<file path="src/rtl/c8ic_pkg.sv">
// ----------------------------------------------------------------------------
// c8ic_pkg
// Types and fixed codes shared by the instruction core modules.
// ----------------------------------------------------------------------------
package c8ic_pkg;

	// Command codes of an input transaction.
	localparam logic [1:0] CMD_WRITE = 2'd0;
	localparam logic [1:0] CMD_STEP  = 2'd1;
	localparam logic [1:0] CMD_PIXEL = 2'd2;

	// Opcode groups (upper nibble).
	localparam logic [3:0] GRP_SYS     = 4'h0;
	localparam logic [3:0] GRP_JP      = 4'h1;
	localparam logic [3:0] GRP_CALL    = 4'h2;
	localparam logic [3:0] GRP_SE_IMM  = 4'h3;
	localparam logic [3:0] GRP_SNE_IMM = 4'h4;
	localparam logic [3:0] GRP_SE_REG  = 4'h5;
	localparam logic [3:0] GRP_LD_IMM  = 4'h6;
	localparam logic [3:0] GRP_ADD_IMM = 4'h7;
	localparam logic [3:0] GRP_ALU     = 4'h8;
	localparam logic [3:0] GRP_SNE_REG = 4'h9;
	localparam logic [3:0] GRP_LD_I    = 4'hA;
	localparam logic [3:0] GRP_JP_V0   = 4'hB;
	localparam logic [3:0] GRP_DRAW    = 4'hD;

	// Whole opcodes of the system group.
	localparam logic [15:0] OP_CLS = 16'h00E0;
	localparam logic [15:0] OP_RET = 16'h00EE;

	// Low nibble of the register ALU group.
	localparam logic [3:0] SUB_MOV  = 4'h0;
	localparam logic [3:0] SUB_OR   = 4'h1;
	localparam logic [3:0] SUB_AND  = 4'h2;
	localparam logic [3:0] SUB_XOR  = 4'h3;
	localparam logic [3:0] SUB_ADD  = 4'h4;
	localparam logic [3:0] SUB_SUB  = 4'h5;
	localparam logic [3:0] SUB_SHR  = 4'h6;
	localparam logic [3:0] SUB_SUBN = 4'h7;
	localparam logic [3:0] SUB_SHL  = 4'hE;

	localparam logic [11:0] PC_RESET = 12'h200;
	localparam logic [3:0]  VF_IDX   = 4'hF;

	typedef enum logic [3:0] {
		ALU_MOV, ALU_OR, ALU_AND, ALU_XOR, ALU_ADD, ALU_SUB, ALU_SHR, ALU_SUBN, ALU_SHL
	} alu_op_t;

	typedef struct packed {
		alu_op_t    op;
		logic [7:0] a;
		logic [7:0] b;
	} alu_req_t;

	typedef struct packed {
		logic [7:0] res;
		logic       flag;
		logic       eq;
	} alu_rsp_t;

	typedef struct packed {
		logic [1:0]  cmd;
		logic [11:0] addr;
		logic [7:0]  wdata;
	} c8ic_req_t;

	typedef struct packed {
		logic [11:0] pc_after;
		logic [15:0] opcode_seen;
		logic        status;
		logic [7:0]  flag_value;
		logic        screen_changed;
		logic        pixel;
	} c8ic_rsp_t;

endpackage

</file>
<file path="src/rtl/c8ic_alu.sv">
// ----------------------------------------------------------------------------
// c8ic_alu
// Shared 8-bit arithmetic unit: result, flag bit and equality compare.
// ----------------------------------------------------------------------------
module c8ic_alu (
	input  c8ic_pkg::alu_req_t req,
	output c8ic_pkg::alu_rsp_t rsp
);
	import c8ic_pkg::*;

	logic [8:0] sum;

	assign sum = {1'b0, req.a} + {1'b0, req.b};

	// Operation select; the flag follows the instruction set's rules.
	always_comb begin
		rsp.eq   = (req.a == req.b);
		rsp.res  = req.b;
		rsp.flag = 1'b0;
		case (req.op)
			ALU_MOV: begin
				rsp.res = req.b;
			end
			ALU_OR: begin
				rsp.res = req.a | req.b;
			end
			ALU_AND: begin
				rsp.res = req.a & req.b;
			end
			ALU_XOR: begin
				rsp.res = req.a ^ req.b;
			end
			ALU_ADD: begin
				rsp.res  = sum[7:0];
				rsp.flag = sum[8];
			end
			ALU_SUB: begin
				rsp.res  = req.a - req.b;
				rsp.flag = (req.a > req.b);
			end
			ALU_SHR: begin
				rsp.res  = {1'b0, req.a[7:1]};
				rsp.flag = req.a[0];
			end
			ALU_SUBN: begin
				rsp.res  = req.b - req.a;
				rsp.flag = (req.b > req.a);
			end
			ALU_SHL: begin
				rsp.res  = {req.a[6:0], 1'b0};
				rsp.flag = req.a[7];
			end
			default: begin
				rsp.res = req.b;
			end
		endcase
	end

endmodule
</file>
<file path="config.mk">
export PLATFORM = sky130hd
export DESIGN_NAME = c8ic_alu
export DESIGN_NICKNAME = d
export VERILOG_FILES = /design/src/rtl/c8ic_pkg.sv /design/src/rtl/c8ic_alu.sv
export SDC_FILE = /design/constraint.sdc
export NUM_CORES = 1
export LEC_CHECK = 0
export ABC_AREA = 1
export BUFFER_PORTS_ARGS = -buffer_cell sky130_fd_sc_hd__buf_2
export CAP_MARGIN = 40
export CORE_ASPECT_RATIO = 1.25
export CORE_UTILIZATION = 42
export DETAILED_ROUTE_END_ITERATION = 10
export PLACE_DENSITY_LB_ADDON = 0.3
export SYNTH_ARGS = -nofsm -noshare
export SYNTH_HDL_FRONTEND = slang
export SYNTH_SLANG_ARGS = --single-unit
export TNS_END_PERCENT = 20
</file>
<file path="constraint.sdc">
create_clock -name vclk -period 1.3
set_input_delay 0.065 -clock vclk [all_inputs]
set_output_delay 0.065 -clock vclk [all_outputs]
set_load 0.02 [all_outputs]
</file>
==> impl_metrics.env <==
export IMPL_status="finished, violations left"
export IMPL_violations="setup timing"
export IMPL_post_drt_wl_per_cell_um=14.66
export IMPL_grt_use_total=0.2979
export IMPL_final_cells=494
export IMPL_maxSlewHeadroom=0.8168
export IMPL_nFillCells=340
export IMPL_met2_usage=0.5519
export IMPL_start_util=0.4377
export IMPL_clkPwrFrac=0
export IMPL_grt_overflow_total=0
export IMPL_nClkBuffers=0
export IMPL_hold_viol=0
export IMPL_max_stage_delay_ns=0.41
export IMPL_yosysSeqAreaShare=0
export IMPL_syn_inst=330
export IMPL_comb_power_share=1.000
export IMPL_worstPathMaxFanout=4
export IMPL_endpoint_kind="primary output"
export IMPL_port_buffers=30
export IMPL_setup_tns_ns=-2.545
export IMPL_syn2layout_area_growth_pct=73.57
export IMPL_drc_errors=0
export IMPL_grt_pass1_wl_um=10290
export IMPL_tightest_slew_ns=0.2745
export IMPL_routabilityCongestion=1.022
export IMPL_max_freq_mhz=595.9
export IMPL_synth_avg_cell_area_um2=5.437
export IMPL_critPathSlowestCell="fa_2"
export IMPL_diodes=0
export IMPL_intPower_mw=0.5954
export IMPL_grtUsageMet3=0.006873
export IMPL_period_share=1.291
export IMPL_first_iter_violations=248
export IMPL_fin_nets=497
export IMPL_dieArea_mm2=0.004539
export IMPL_cp_cell_sequence="buf_6, buf_6, ha_4, fa_2, o21ai_2, nand2_1, nand3_2, nand2_1, nor2_2, nand3_2, buf_6"
export IMPL_first_global_vias=2456
export IMPL_drive_gt1_frac=0.4589
export IMPL_start_kind="input port"
export IMPL_rsz0062_at_grt="yes"
export IMPL_min_period_ns=1.678
export IMPL_final_cell_mix="82 x nand2_1, 79 x buf_4, 43 x inv_1, 27 x nand3_1, 24 x ha_1"
export IMPL_max_cap_viol_count=0
export IMPL_rows=26
export IMPL_antenna_found_initial=0
export IMPL_route_vias_total=2684
export IMPL_design_seq_count=0
export IMPL_routed_wl_um=7243
export IMPL_criticalPathCategory="input port to primary output"
export IMPL_die_w_um=60.46
export IMPL_fin_ws_ns=-0.3781
export IMPL_multi_input_area_mm2=0.001926
export IMPL_netlist_area_mm2=0.001794
export IMPL_setup_viol=9
export IMPL_p_switching_mw=0.7016
export IMPL_syn_nets=387
export IMPL_io_pins=30
export IMPL_ant_nets=0
export IMPL_cp_num_buf_inv=3
export IMPL_synthDistinctLibCells=22
export IMPL_p_sw_frac=0.5409
export IMPL_max_vdd_ir_drop_v=0.0002648
export IMPL_seqPwrFrac=0
export IMPL_firstDrtPassIters=5
export IMPL_regArea_um2=0
export IMPL_final_common_cell="nand2_1"
export IMPL_cp_required_ns=1.24
export IMPL_grt_busiest_layer="met2"
export IMPL_die_h_um=75.08
export IMPL_viasPerCell=5.433
export IMPL_core_area_mm2=0.004099
export IMPL_ys_warn_count=0
export IMPL_p_per_area_mw_per_mm2=416.5
export IMPL_hpwlAfterDp_um=5410
export IMPL_hold_class="input port to primary output"
export IMPL_slew_violations=0
export IMPL_utilization=0.7598
export IMPL_cpMostUsedCell="buf_6"
export IMPL_crit_family="adder cells"
export IMPL_grt_use_met1=0.3320
export IMPL_arrival_ns=1.61
export IMPL_power_leakage_nw=1.633
export IMPL_place_inst=491
export IMPL_grt_max_degree=9
==> path summary, 6_finish.rpt <==
check	from	endpoint	cells after the start
min	req[7]	rsp[9]	5
max	req[0]	rsp[6]	11
==> worst min-delay path: stages <==
cell     delay [ns]
buf_2          0.09
buf_4          0.11
nand2_1        0.06
nand2_2        0.06
buf_6          0.10
==> cells in the mapped netlist, types with 2 or more instances <==
master / instances / area (um2)
nand2_1: 98 / 367.9
ha_1: 34 / 425.4
fa_1: 3 / 60.06
buf_6: 2 / 22.52
nor2_1: 33 / 123.9
buf_4: 2 / 15.01
o21ai_0: 12 / 60.06
o21ai_2: 3 / 26.28
inv_1: 58 / 217.7
nor3_1: 6 / 30.03
nand3_1: 39 / 195.2
a21oi_1: 12 / 60.06
o211ai_1: 4 / 30.03
o22ai_1: 9 / 56.30
nand4_1: 6 / 37.54
nand3b_1: 3 / 22.52
==> power by group through the flow <==
stage	registers [mW]	logic, mW	clock network [mW]
2_1_floorplan	0	0.589	0
3_3_place_gp	0	1.03	0
3_5_place_dp	0	1.05	0
4_1_cts	0	1.11	0
5_1_grt	0	1.40	0
6_report	0	1.30	0
==> per-layer routing <==
metal	vias to the layer above	part of all wire	routed length [um]
met5	-	0	0
met4	0	0.074	536
met3	54	0.064	467
met2	153	0.50	3629
met1	1193	0.36	2610
li1	1284	-	-
==> cells by family (layout without fill, tap and decap cells) <==
family | count (synthesis) | in the layout | synth area share
compound gates | 42 | 42 | 0.1388
fa+ha+maj | 37 | 37 | 0.2706
buf+inv | 63 | 171 | 0.1443
simple gates | 188 | 188 | 0.4463
==> layout make-up <==
| cell class | count | share of cell area |
|---|---|---|
| Multi-Input combinational cell | 267 | 0.6183 |
| Inverter | 59 | 0.07473 |
| Tap cell | 56 | 0.02250 |
| Timing Repair Buffer | 112 | 0.2845 |
==> through the flow <==
stage                     hold WS (ns)  instance area, um2  worst slack (ns)  total power [mW]
after floorplan                 0.2734                1912          -0.04040            0.5895
after global placement          0.5765                2713           -0.4383             1.033
after detailed placement        0.5841                2713           -0.4500             1.052
after CTS                       0.5638                2814           -0.3612             1.110
after global routing            0.5865                3114           -0.4127             1.401
final                           0.5539                3114           -0.3781             1.297
==> repair_timing <==
action	4_1_cts	5_1_grt
gates resized for setup	21	76
pin swaps	16	30
setup buffers	1	2
setup endpoints to repair	9	10
hold buffers	0	0
Note: power is estimated with default switching activity, not from simulation.
